`config.mk`:
```
export PLATFORM = sky130hd
export DESIGN_NAME = bldc_hall_commutation_speed_loop_top
export DESIGN_NICKNAME = d
export VERILOG_FILES = /design/src/hdl/bhc_pkg.sv /design/src/hdl/bldc_hall_commutation_speed_loop_top.sv /design/src/hdl/bhc_commutator.sv /design/src/hdl/bhc_torque.sv
export SDC_FILE = /design/constraint.sdc
export NUM_CORES = 1
export LEC_CHECK = 0
export ABC_AREA = 0
export BUFFER_PORTS_ARGS = -buffer_cell sky130_fd_sc_hd__buf_2
export CAP_MARGIN = 25
export CORE_UTILIZATION = 30
export DETAILED_ROUTE_END_ITERATION = 7
export GPL_TIMING_DRIVEN = 1
export SLEW_MARGIN = 20
export SYNTH_ARGS = -nofsm -noshare
export SYNTH_HDL_FRONTEND = slang
export SYNTH_SLANG_ARGS = --single-unit
```
`constraint.sdc`:
```
create_clock -name aclk -period 24.1 [get_ports aclk]
set_input_delay 2.41 -clock aclk [delete_from_list [all_inputs] [get_ports aclk]]
set_output_delay 2.41 -clock aclk [all_outputs]
set_load 0.03 [all_outputs]
```
`src/hdl/bhc_pkg.sv`:
```
// Shared types, tables and constants of the hall commutation / speed loop block.
package bhc_pkg;

    localparam int CFG_IDX_W  = 2;
    localparam int CFG_DATA_W = 15;

    // Configuration register indexes.
    typedef enum logic [CFG_IDX_W-1:0] {
        CFG_ROTOR_OFFSET = 2'd0,
        CFG_TARGET_SPEED = 2'd1,
        CFG_SPEED_GAIN   = 2'd2
    } cfg_idx_t;

    localparam logic [7:0]  SPEED_GAIN_RESET = 8'd25;
    localparam logic [5:0]  PHASE_XOR        = 6'h2A;
    localparam logic [5:0]  PINS_RESET       = 6'h38;
    localparam logic [12:0] DUTY_FULL        = 13'd4096;
    localparam logic [2:0]  ROTOR_FIVE       = 3'd5;
    localparam logic [2:0]  ROTOR_ZERO       = 3'd0;

    // Lead of +2 / -2 folded together with a bias of 12 so the sum stays positive.
    localparam logic [4:0]  LEAD_FWD_BIAS    = 5'd14;
    localparam logic [4:0]  LEAD_REV_BIAS    = 5'd10;

    // x / 3 == (x * DIV3_RECIP) >> DIV3_SHIFT, exact for x < 2**19.
    localparam logic [17:0] DIV3_RECIP       = 18'd174763;
    localparam int          DIV3_SHIFT       = 19;

    // Hall code to rotor state; codes 0 and 7 are invalid and map to 7.
    localparam logic [2:0] ROTOR_TAB [8] = '{
        3'd7, 3'd5, 3'd3, 3'd4, 3'd1, 3'd0, 3'd2, 3'd7
    };

    // Drive state to gate pattern before the active-low fix-up.
    localparam logic [5:0] DRIVE_TAB [8] = '{
        6'h12, 6'h18, 6'h09, 6'h21, 6'h24, 6'h06, 6'h00, 6'h00
    };

    // Handed from the commutation stage to the torque stage.
    typedef struct packed {
        logic        op;
        logic [5:0]  pins;
        logic        reverse;
        logic [15:0] position;
        logic [16:0] velocity;
        logic [21:0] diff;
    } mid_t;

    // One finished result.
    typedef struct packed {
        logic [5:0]  pins;
        logic [12:0] duty;
        logic        reverse;
        logic [15:0] position;
        logic [16:0] velocity;
        logic [28:0] torque;
    } res_t;

endpackage

```
`src/hdl/bldc_hall_commutation_speed_loop_top.sv`:
```
// Top level of the six-step hall commutation block with proportional speed loop.
//
// Each input beat is either a hall event (s_op = 0, sensor bits on s_hall_bits)
// or a control tick (s_op = 1), and every beat yields exactly one result beat.
// A hall event decodes the rotor state; if it moved, the signed position count
// steps by one (5 -> 0 counts up, 0 -> 5 counts down) and a new gate pattern
// is driven for drive state (rotor - rotor_offset + lead) mod 6, high side
// active low. A tick computes velocity = delta position * 10 / 6 (truncated),
// torque = (target_speed - 16 * velocity) * speed_gain in Q4, picks the lead
// from the torque sign (m_reverse) and sets the Q12 duty to |torque| * 256,
// clamped at 4096. Throughput is one beat per clock; a result is presented on
// m_valid once its beat has passed the input register, the commutation stage
// (the divide-by-three multiply for velocity) and then the torque stage (the
// gain multiply), whose registers are the result register.
// Each stage advances whenever the one after it is empty or moving, so input
// keeps flowing while a result waits on m_ready until all three registers are
// full. Configuration is a
// plain write port (index 0 rotor_offset, 1 target_speed, 2 speed_gain,
// index 3 ignored) and must only be written while no beat is in flight.
module bldc_hall_commutation_speed_loop_top (
    input  logic                                aclk,
    input  logic                                aresetn,

    input  logic                                cfg_wr_en,
    input  logic [bhc_pkg::CFG_IDX_W-1:0]       cfg_index,
    input  logic [bhc_pkg::CFG_DATA_W-1:0]      cfg_wdata,

    input  logic                                s_valid,
    output logic                                s_ready,
    input  logic                                s_op,
    input  logic [2:0]                          s_hall_bits,

    output logic                                m_valid,
    input  logic                                m_ready,
    output logic [5:0]                          m_phase_pins,
    output logic [12:0]                         m_duty,
    output logic                                m_reverse,
    output logic signed [15:0]                  m_position,
    output logic signed [16:0]                  m_velocity,
    output logic signed [28:0]                  m_torque_cmd
);
    import bhc_pkg::*;

    // Configuration registers
    logic [2:0]  rotor_offset_reg;
    logic [14:0] target_speed_reg;
    logic [7:0]  speed_gain_reg;

    // Pipeline occupancy
    logic in_valid_reg;
    logic mid_valid_reg;
    logic out_valid_reg;
    logic in_en;
    logic mid_en;
    logic out_en;

    // Input register payload
    logic       in_op_reg;
    logic [2:0] in_hall_reg;

    mid_t mid;
    res_t res;

    always_ff @(posedge aclk) begin
        if (!aresetn) begin
            rotor_offset_reg <= 3'd0;
            target_speed_reg <= 15'd0;
            speed_gain_reg   <= SPEED_GAIN_RESET;
        end else if (cfg_wr_en) begin
            unique case (cfg_index)
                CFG_ROTOR_OFFSET: rotor_offset_reg <= cfg_wdata[2:0];
                CFG_TARGET_SPEED: target_speed_reg <= cfg_wdata[14:0];
                CFG_SPEED_GAIN:   speed_gain_reg   <= cfg_wdata[7:0];
                default: ;
            endcase
        end
    end

    // A stage may load when it is empty or its beat moves on this cycle
    assign out_en  = !out_valid_reg || m_ready;
    assign mid_en  = !mid_valid_reg || out_en;
    assign in_en   = !in_valid_reg  || mid_en;
    assign s_ready = in_en;

    always_ff @(posedge aclk) begin
        if (!aresetn) begin
            in_valid_reg  <= 1'b0;
            mid_valid_reg <= 1'b0;
            out_valid_reg <= 1'b0;
        end else begin
            if (in_en) begin
                in_valid_reg <= s_valid;
            end
            if (mid_en) begin
                mid_valid_reg <= in_valid_reg;
            end
            if (out_en) begin
                out_valid_reg <= mid_valid_reg;
            end
        end
    end

    always_ff @(posedge aclk) begin
        if (s_valid && in_en) begin
            in_op_reg   <= s_op;
            in_hall_reg <= s_hall_bits;
        end
    end

    bhc_commutator u_commutator (
        .aclk           (aclk),
        .aresetn        (aresetn),
        .upd_i          (mid_en && in_valid_reg),
        .op_i           (in_op_reg),
        .hall_i         (in_hall_reg),
        .rotor_offset_i (rotor_offset_reg),
        .target_speed_i (target_speed_reg),
        .speed_gain_i   (speed_gain_reg),
        .mid_o          (mid)
    );

    bhc_torque u_torque (
        .aclk         (aclk),
        .aresetn      (aresetn),
        .load_i       (out_en && mid_valid_reg),
        .mid_i        (mid),
        .speed_gain_i (speed_gain_reg),
        .res_o        (res)
    );

    assign m_valid      = out_valid_reg;
    assign m_phase_pins = res.pins;
    assign m_duty       = res.duty;
    assign m_reverse    = res.reverse;
    assign m_position   = $signed(res.position);
    assign m_velocity   = $signed(res.velocity);
    assign m_torque_cmd = $signed(res.torque);

endmodule

```
`src/hdl/bhc_commutator.sv`:
```
// Commutation stage: rotor decode, step count, drive pattern, velocity and speed error.
module bhc_commutator (
    input  logic          aclk,
    input  logic          aresetn,
    input  logic          upd_i,
    input  logic          op_i,
    input  logic [2:0]    hall_i,
    input  logic [2:0]    rotor_offset_i,
    input  logic [14:0]   target_speed_i,
    input  logic [7:0]    speed_gain_i,
    output bhc_pkg::mid_t mid_o
);
    import bhc_pkg::*;

    logic [2:0]  prev_rotor_reg;
    logic [15:0] step_reg;
    logic [15:0] prev_step_reg;
    logic        reverse_reg;
    logic [5:0]  pins_reg;
    logic [16:0] velocity_reg;
    logic        op_reg;
    logic [21:0] diff_reg;

    logic [2:0]  rot;
    logic        changed;
    logic        count_up;
    logic [4:0]  phase_sum;
    logic [2:0]  drive_state;
    logic [5:0]  pins_next;
    logic [15:0] step_next;

    logic [15:0] delta;
    logic [18:0] delta_x5;
    logic [17:0] mag_x5;
    logic [35:0] div_prod;
    logic [16:0] quot;
    logic [16:0] velocity_next;
    logic [21:0] diff_next;
    logic        reverse_next;

    // Hall path
    always_comb begin
        rot       = ROTOR_TAB[hall_i];
        changed   = (rot != prev_rotor_reg);
        count_up  = ((rot > prev_rotor_reg) &&
                     !(rot == ROTOR_FIVE && prev_rotor_reg == ROTOR_ZERO)) ||
                    (rot == ROTOR_ZERO && prev_rotor_reg == ROTOR_FIVE);
        step_next = count_up ? step_reg + 16'd1 : step_reg - 16'd1;

        phase_sum = {2'b00, rot} + (reverse_reg ? LEAD_REV_BIAS : LEAD_FWD_BIAS)
                    - {2'b00, rotor_offset_i};
        if (phase_sum >= 5'd18) begin
            drive_state = 3'(phase_sum - 5'd18);
        end else if (phase_sum >= 5'd12) begin
            drive_state = 3'(phase_sum - 5'd12);
        end else if (phase_sum >= 5'd6) begin
            drive_state = 3'(phase_sum - 5'd6);
        end else begin
            drive_state = phase_sum[2:0];
        end
        pins_next = DRIVE_TAB[drive_state] ^ PHASE_XOR;
    end

    // Tick path: velocity = delta * 5 / 3, truncated toward zero
    always_comb begin
        delta         = step_reg - prev_step_reg;
        delta_x5      = {{3{delta[15]}}, delta} + {delta[15], delta, 2'b00};
        mag_x5        = delta[15] ? 18'(-delta_x5) : delta_x5[17:0];
        div_prod      = mag_x5 * DIV3_RECIP;
        quot          = div_prod[35:DIV3_SHIFT];
        velocity_next = delta[15] ? -quot : quot;
        diff_next     = {{7{target_speed_i[14]}}, target_speed_i}
                        - {velocity_next[16], velocity_next, 4'b0000};
        reverse_next  = diff_next[21] && (speed_gain_i != 8'd0);
    end

    always_ff @(posedge aclk) begin
        if (!aresetn) begin
            prev_rotor_reg <= 3'd0;
            step_reg       <= 16'd0;
            prev_step_reg  <= 16'd0;
            reverse_reg    <= 1'b0;
            pins_reg       <= PINS_RESET;
            velocity_reg   <= 17'd0;
        end else if (upd_i) begin
            if (op_i) begin
                velocity_reg  <= velocity_next;
                reverse_reg   <= reverse_next;
                prev_step_reg <= step_reg;
            end else if (changed) begin
                step_reg       <= step_next;
                pins_reg       <= pins_next;
                prev_rotor_reg <= rot;
            end
        end
    end

    always_ff @(posedge aclk) begin
        if (upd_i) begin
            op_reg   <= op_i;
            diff_reg <= diff_next;
        end
    end

    always_comb begin
        mid_o.op       = op_reg;
        mid_o.pins     = pins_reg;
        mid_o.reverse  = reverse_reg;
        mid_o.position = step_reg;
        mid_o.velocity = velocity_reg;
        mid_o.diff     = diff_reg;
    end

endmodule

```
`src/hdl/bhc_torque.sv`:
```
// Torque stage: gain multiply, duty clamp and the result register.
module bhc_torque (
    input  logic          aclk,
    input  logic          aresetn,
    input  logic          load_i,
    input  bhc_pkg::mid_t mid_i,
    input  logic [7:0]    speed_gain_i,
    output bhc_pkg::res_t res_o
);
    import bhc_pkg::*;

    logic signed [29:0] prod;
    logic [29:0]        mag;
    logic [12:0]        duty_next;

    logic [5:0]  pins_reg;
    logic        reverse_reg;
    logic [15:0] position_reg;
    logic [16:0] velocity_reg;
    logic [12:0] duty_reg;
    logic [28:0] torque_reg;

    always_comb begin
        prod      = $signed(mid_i.diff) * $signed({1'b0, speed_gain_i});
        mag       = prod[29] ? 30'(-prod) : 30'(prod);
        duty_next = (|mag[29:4]) ? DUTY_FULL : {1'b0, mag[3:0], 8'h00};
    end

    always_ff @(posedge aclk) begin
        if (!aresetn) begin
            duty_reg   <= DUTY_FULL;
            torque_reg <= 29'd0;
        end else if (load_i && mid_i.op) begin
            duty_reg   <= duty_next;
            torque_reg <= prod[28:0];
        end
    end

    always_ff @(posedge aclk) begin
        if (load_i) begin
            pins_reg     <= mid_i.pins;
            reverse_reg  <= mid_i.reverse;
            position_reg <= mid_i.position;
            velocity_reg <= mid_i.velocity;
        end
    end

    always_comb begin
        res_o.pins     = pins_reg;
        res_o.duty     = duty_reg;
        res_o.reverse  = reverse_reg;
        res_o.position = position_reg;
        res_o.velocity = velocity_reg;
        res_o.torque   = torque_reg;
    end

endmodule

```
# ---- Yosys cells after proc, flatten, opt, wreduce, memory -nomap -nowiden
# Memories as Yosys holds them, arrays and structs flattened.
# Index checks and enable logic that the tools add are counted.
dict set report classes {
  add_sub_neg 13
  mul 2
  order_cmp 6
  eq_ne 5
  muxes 13
  n_bitwise 4
  n_reduce_logical 26
}
# operator count
set op_table {}
lappend op_table {{$mul 18x18->36 const B} 1}
lappend op_table {{$mul 22x9->30} 1}
lappend op_table {{$mux 30} 1}
lappend op_table {{$neg 30->30} 1}
lappend op_table {{$reduce_or 26->1} 1}
lappend op_table {{$sub 15x21->22} 1}
lappend op_table {{$add 16x18->18} 1}
lappend op_table {{$mux 18} 1}
lappend op_table {{$mux 3} 6}
lappend op_table {{$neg 18->18} 1}
lappend op_table {{$mux 17} 1}
lappend op_table {{$neg 17->17} 1}
lappend op_table {{$add 16x1->16 const B} 1}
lappend op_table {{$mux 16} 1}
lappend op_table {{$sub 16x1->16 const B} 1}
lappend op_table {{$sub 16x16->16} 1}
lappend op_table {{$mux 13} 1}
lappend op_table {{$mux 6} 2}
lappend op_table {{$ge 4x4->1 const B} 2}
lappend op_table {{$logic_and 1x1->1} 8}
lappend op_table {{$not 3->4} 2}
lappend op_table {{$reduce_and 2->1} 4}
lappend op_table {{$reduce_bool 8->1} 1}
lappend op_table {{$eq 3x3->1 const B} 2}
lappend op_table {{18 further kinds} 26}
dict set report word_totals {
  reg_bits 197
  mem_bits_ro 72
  out_inout_bits 84
  word_cells 93
  memories 2
}
# name depth width read_ports rd_clocked_by_memory_dff wr line_no
set mem_list {}
lappend mem_list {{(no name shown)} 8 6 1 0 0 bhc_commutator.sv:61} ;# pins_next = DRIVE_TAB[drive_state] ^ PHASE_XOR;
lappend mem_list {{(no name shown)} 8 3 1 0 0 bhc_commutator.sv:43} ;# rot = ROTOR_TAB[hall_i];

# ---- Logic depth before layout (Yosys ltp)
dict set report logic_depth {
  depth_word 15
  mapped_depth 57
  ltp_nobuf 57
}

# ---- Cells and area by module
# From an unflattened synthesis, not the netlist that was laid out.
dict set report hier_totals {
  hier_cells 2715
  area_unflattened_um2 24203.2
}
# module n_inst cells_per_inst area_each_um2 seq_area_each_um2
set modules_own_cells {}
lappend modules_own_cells {bhc_commutator 1 1486 13013.7 1871.8}
lappend modules_own_cells {bhc_torque 1 1105 9897.0 1881.8}
lappend modules_own_cells {bldc_hall_commutation_speed_loop_top 1 124 1292.5 700.7}

# ---- Least setup slack after synthesis
# No wires, ideal clock.
dict set report synth_path {
  kind {reg-to-reg}
  from {register u_commutator.step_reg[0]}
  to {register u_commutator.diff_reg[17] (data pin)}
  setup_ns 0.269
  arrival_ns 11.679
  required_ns 23.831
  slack_ns 12.152
  path_stages_with_launch 53
  path_buffers 0
  cell_sequence {dfxtp_1 inv_1 ha_1 fa_1 nor2b_1 o21ai_0 a21boi_0 o21ai_0 a21boi_0 o21ai_0 a21boi_0 o21ai_0 a21boi_0 o21ai_0 a21boi_0 nor2_1 ha_1 o41ai_1 (+17 left out) or4_1 nand4_1 ha_1 a21oi_1 ha_1 nor2b_1 o21ai_0 a21boi_0 o21ai_0 a21boi_0 o21ai_0 nand2b_1 a21oi_1 o21bai_1 a21oi_1 and2_1 a31oi_1 xor2_1}
}
dict set report synth_between {
  elab_chain_cells 8
}
# element line_no
set synth_lines {}
lappend synth_lines {{from (decl)} bhc_commutator.sv:16} ;# logic [15:0] step_reg;
lappend synth_lines {{from (signal assigned)} bhc_commutator.sv:91} ;# step_reg <= step_next;
lappend synth_lines {{$sub 16x16->16 *} bhc_commutator.sv:66} ;# delta = step_reg - prev_step_reg;
lappend synth_lines {{$add 16x18->18} bhc_commutator.sv:67} ;# delta_x5 = {{3{delta[15]}}, delta} + {delta[15], delta, 2'b00};
lappend synth_lines {{$neg 18->18} bhc_commutator.sv:68} ;# mag_x5 = delta[15] ? 18'(-delta_x5) : delta_x5[17:0];
lappend synth_lines {{$mux 18} bhc_commutator.sv:68}
lappend synth_lines {{$mul 18x18->36} bhc_commutator.sv:69} ;# div_prod = mag_x5 * DIV3_RECIP;
lappend synth_lines {{$neg 17->17} bhc_commutator.sv:71} ;# velocity_next = delta[15] ? -quot : quot;
lappend synth_lines {{$mux 17 *} bhc_commutator.sv:71}
lappend synth_lines {{$sub 15x21->22 *} bhc_commutator.sv:73} ;# - {velocity_next[16], velocity_next, 4'b0000};
lappend synth_lines {{net u_commutator.diff_next[17]} bhc_commutator.sv:38} ;# logic [21:0] diff_next;
lappend synth_lines {{to (signal assigned)} bhc_commutator.sv:101} ;# diff_reg <= diff_next;
lappend synth_lines {{to (decl)} bhc_commutator.sv:22} ;# logic [21:0] diff_reg;
# Mark *: on every way through the listed nets, which the timed path passes. The rest lies on a longest branch.
# A chain may end at the register's enable or synchronous reset.

# ---- Worst setup path after layout
# Ends and elaborated chain as after synthesis.

==> metrics.md <==
| Metric | Value |
|---|---|
| Vias in the first global route | about 17000 |
| Clock buffer depth | 2 |
| Worst path arrival time | roughly 14000 ps |
| Cell repeated most along the worst path | o21ai_0 |
| Slowest stage delay, CP | 590 ps |
| Max reg flops | 29 |
| ANT cells | 0 |
| XOR/XNOR Fraction of Synth Area | 0.0469 |
| Dominant cell type by area after synthesis | fa_1 |
| Cell with the most instances after synthesis | inv_1 |
| Fin. Hold Viols | 0 |
| # DRC | 0 |
| Via density | around 4.8 |
| Post-synth EDFFs | 67 |
| Clock sink count | between 150 and 200 |
| Synth area leaders | fa_1 22%, ha_1 16%, dfxtp_1 11% |
| # hold bufs at CTS | 0 |
| Adder-Cell Fraction of Synth Area | 0.376 |
| Setup Skew | ~11 ps |
| Congestion Overflow GR | 0 |
| Max Fclk | 73.0 MHz |
| Die Y | roughly 280 microns |
| Final setup vio count | 0 |
| Cell Area, Placed | between 20000 and 25000 sq um |
| Post-Syn Instances | around 2600 |
| Launching element type of the critical path | flip-flop |
| Pre-antenna DRT Iters | 5 |
| H-tree levels | 4 |
| Seq cells post-synth | between 150 and 200 |
| Largest net degree at the start of global routing | between 60 and 70 |
| Syn_area_per_cell | between 8 and 9 sq um |
| Post-Place Worst Slack | ~11000 ps |
| Final WL | about 57000 microns |
| Tcrit/Tclk final | 0.568 |
| Post-cts sizing count | 0 |
| Max-slew violations | 0 |
| Final Cell Area | between 20000 and 30000 sq um |
| Clk Latency, worst-skew pair | 500 ps |
| Relative slew margins | 0.311 |
| Largest family of logic cells by synthesized area | adder cells |
| Post-layout net count | about 3200 |
| Compound-cell area share of the yosys netlist | 0.127 |
| CTS tree | built |
| Clock root buffer | clkbuf_16 |
| Clock slew at reported path FFs | approximately 80 ps |
| Yosys warns | 0 |
| Share of layout cells above drive strength 1 | 0.0731 |
| Final HPWL DP | ~46000 microns |
| Area grow syn2layout | 9.56% |
| Initial drt markers | 882 |
| Worst slew pin tran | a little over 1000 ps |
| Gr usage total | 0.151 |
| CTS buffer count | 17 |
| Post-synthesis simple-gate area fraction | 0.158 |
| GPL Wtd Cong | roughly 0.87 |
| Synth Cell Area | roughly 23000 sq um |
| Port Buf Inserts | between 100 and 150 |
| Min Tclk post-route | 13700 ps |
| Core area | around 76000 sq um |
| Slowest CP cell | o41ai_1 |
| Die width | about 280 microns |
| Hold crit path type | reg -> reg |
| Via count | ~17000 |
| Fin Setup TNS | 0 ps |
| Post-synth top area share | 0.219 |
| RSZ-0062 raised after global routing | false |
| Die area | about 78000 sq um |
| DR WL/cell | ~16 microns |
| Yosys cell types | between 90 and 100 |
| I/O pin count | 110 |
| Post-DRT Antenna Nets | 0 |
| Critical Path Fanout Max | 7 |
| Initial core utilization | 0.303 |
| Worst EP required | around 24000 ps |
| Part of the Yosys area used for sequential elements | 0.194 |
| Most used DFF post-synth | dfxtp_1 |
| Site Rows | ~100 |
| Initial antenna violation count | 0 |
| Outcome | complete, no violations |
| First-pass GRT wire length | 93000 microns |
| Kind of critical path | reg -> reg |
| Setup WS post-layout | ~10000 ps |
| Mux cell area share after synthesis | 0.0101 |
| Nature of the critical path endpoint | flip-flop |
| Post-synth ARST share | 0 |
| Setup bufs post-CTS | 0 |
| Maxcap violations | 0 |
| Top cells by count, synth | 457 x inv_1, 287 x ha_1, 276 x nand2_1 |
[worst paths after layout]
check,start,to,slack (ps),cells after the start
worst max-delay path,u_commutator.step_reg[0]$_SDFFE_PN0P_,u_commutator.diff_reg[17]$_DFFE_PP_,10400,52
worst min-delay path,u_commutator.reverse_reg$_SDFFE_PN0P_,u_torque.reverse_reg$_DFFE_PP_,440,0
worst max register to register,u_commutator.step_reg[0]$_SDFFE_PN0P_,u_commutator.diff_reg[17]$_DFFE_PP_,10400,52
worst min register to register,u_commutator.reverse_reg$_SDFFE_PN0P_,u_torque.reverse_reg$_DFFE_PP_,440,0
[critical path: cells and delay by family, from the launching register on]
kind            cells  cell delay [ps]
compound gates     24             5370
fa+ha+maj          12             4560
simple gates        8             1900
xor+xnor            3              890
flops               1              400
buf+inv             5              300
[layout make-up]
type / count / area [sq um]
Tap cell: 978 / 1220
Clock buffer: 19 / 453
Clock inverter: 13 / 149
Fill cell: 7912 / 50700
Inverter: 457 / 1720
Sequential cell: 189 / 4450
Multi-Input combinational cell: 1887 / 16500
Timing Repair Buffer: 117 / 633
[layout by cell type, fill, tap and decap left out, types with 83 or more instances in the layout]
cell	netlist	routed
nor2_1	166	166
inv_1	457	456
a21oi_1	168	168
buf_2	1	101
xnor2_1	84	83
and2_1	126	125
nand2_1	276	276
fa_1	251	251
ha_1	287	287
dfxtp_1	122	122
[layer usage]
| layer | vias up | global-route usage | wire length, microns |
|---|---|---|---|
| li1 | 8685 | - | - |
| met4 | 0 | 0.0352 | 713 |
| met5 | - | 0 | 0 |
| met1 | 8521 | 0.202 | 27300 |
| met3 | 45 | 0.0191 | 1410 |
| met2 | 209 | 0.258 | 27400 |
[kinds of logic (layout without fill, tap and decap cells)]
family	after synthesis	count (layout)
fa+ha+maj	538	538
buf+inv	528	606
other cells	1	8
flops	189	189
compound gates	443	443
simple gates	754	754
xor+xnor	121	121
mux	23	23
[metrics by stage]
| step | cells | util | hold slack, ps |
|---|---|---|---|
| floorplan | 2604 | - | 408 |
| global placement | 3627 | 0.323 | 409 |
| detailed placement | 3628 | 0.324 | 415 |
| CTS | 3660 | 0.331 | 434 |
| global route | 3660 | 0.331 | 445 |
| finish | 3660 | 0.331 | 437 |
Power is left out: the tool's default activity adds up to more than one toggle a clock period on the data nets, which glitch-free logic cannot reach.
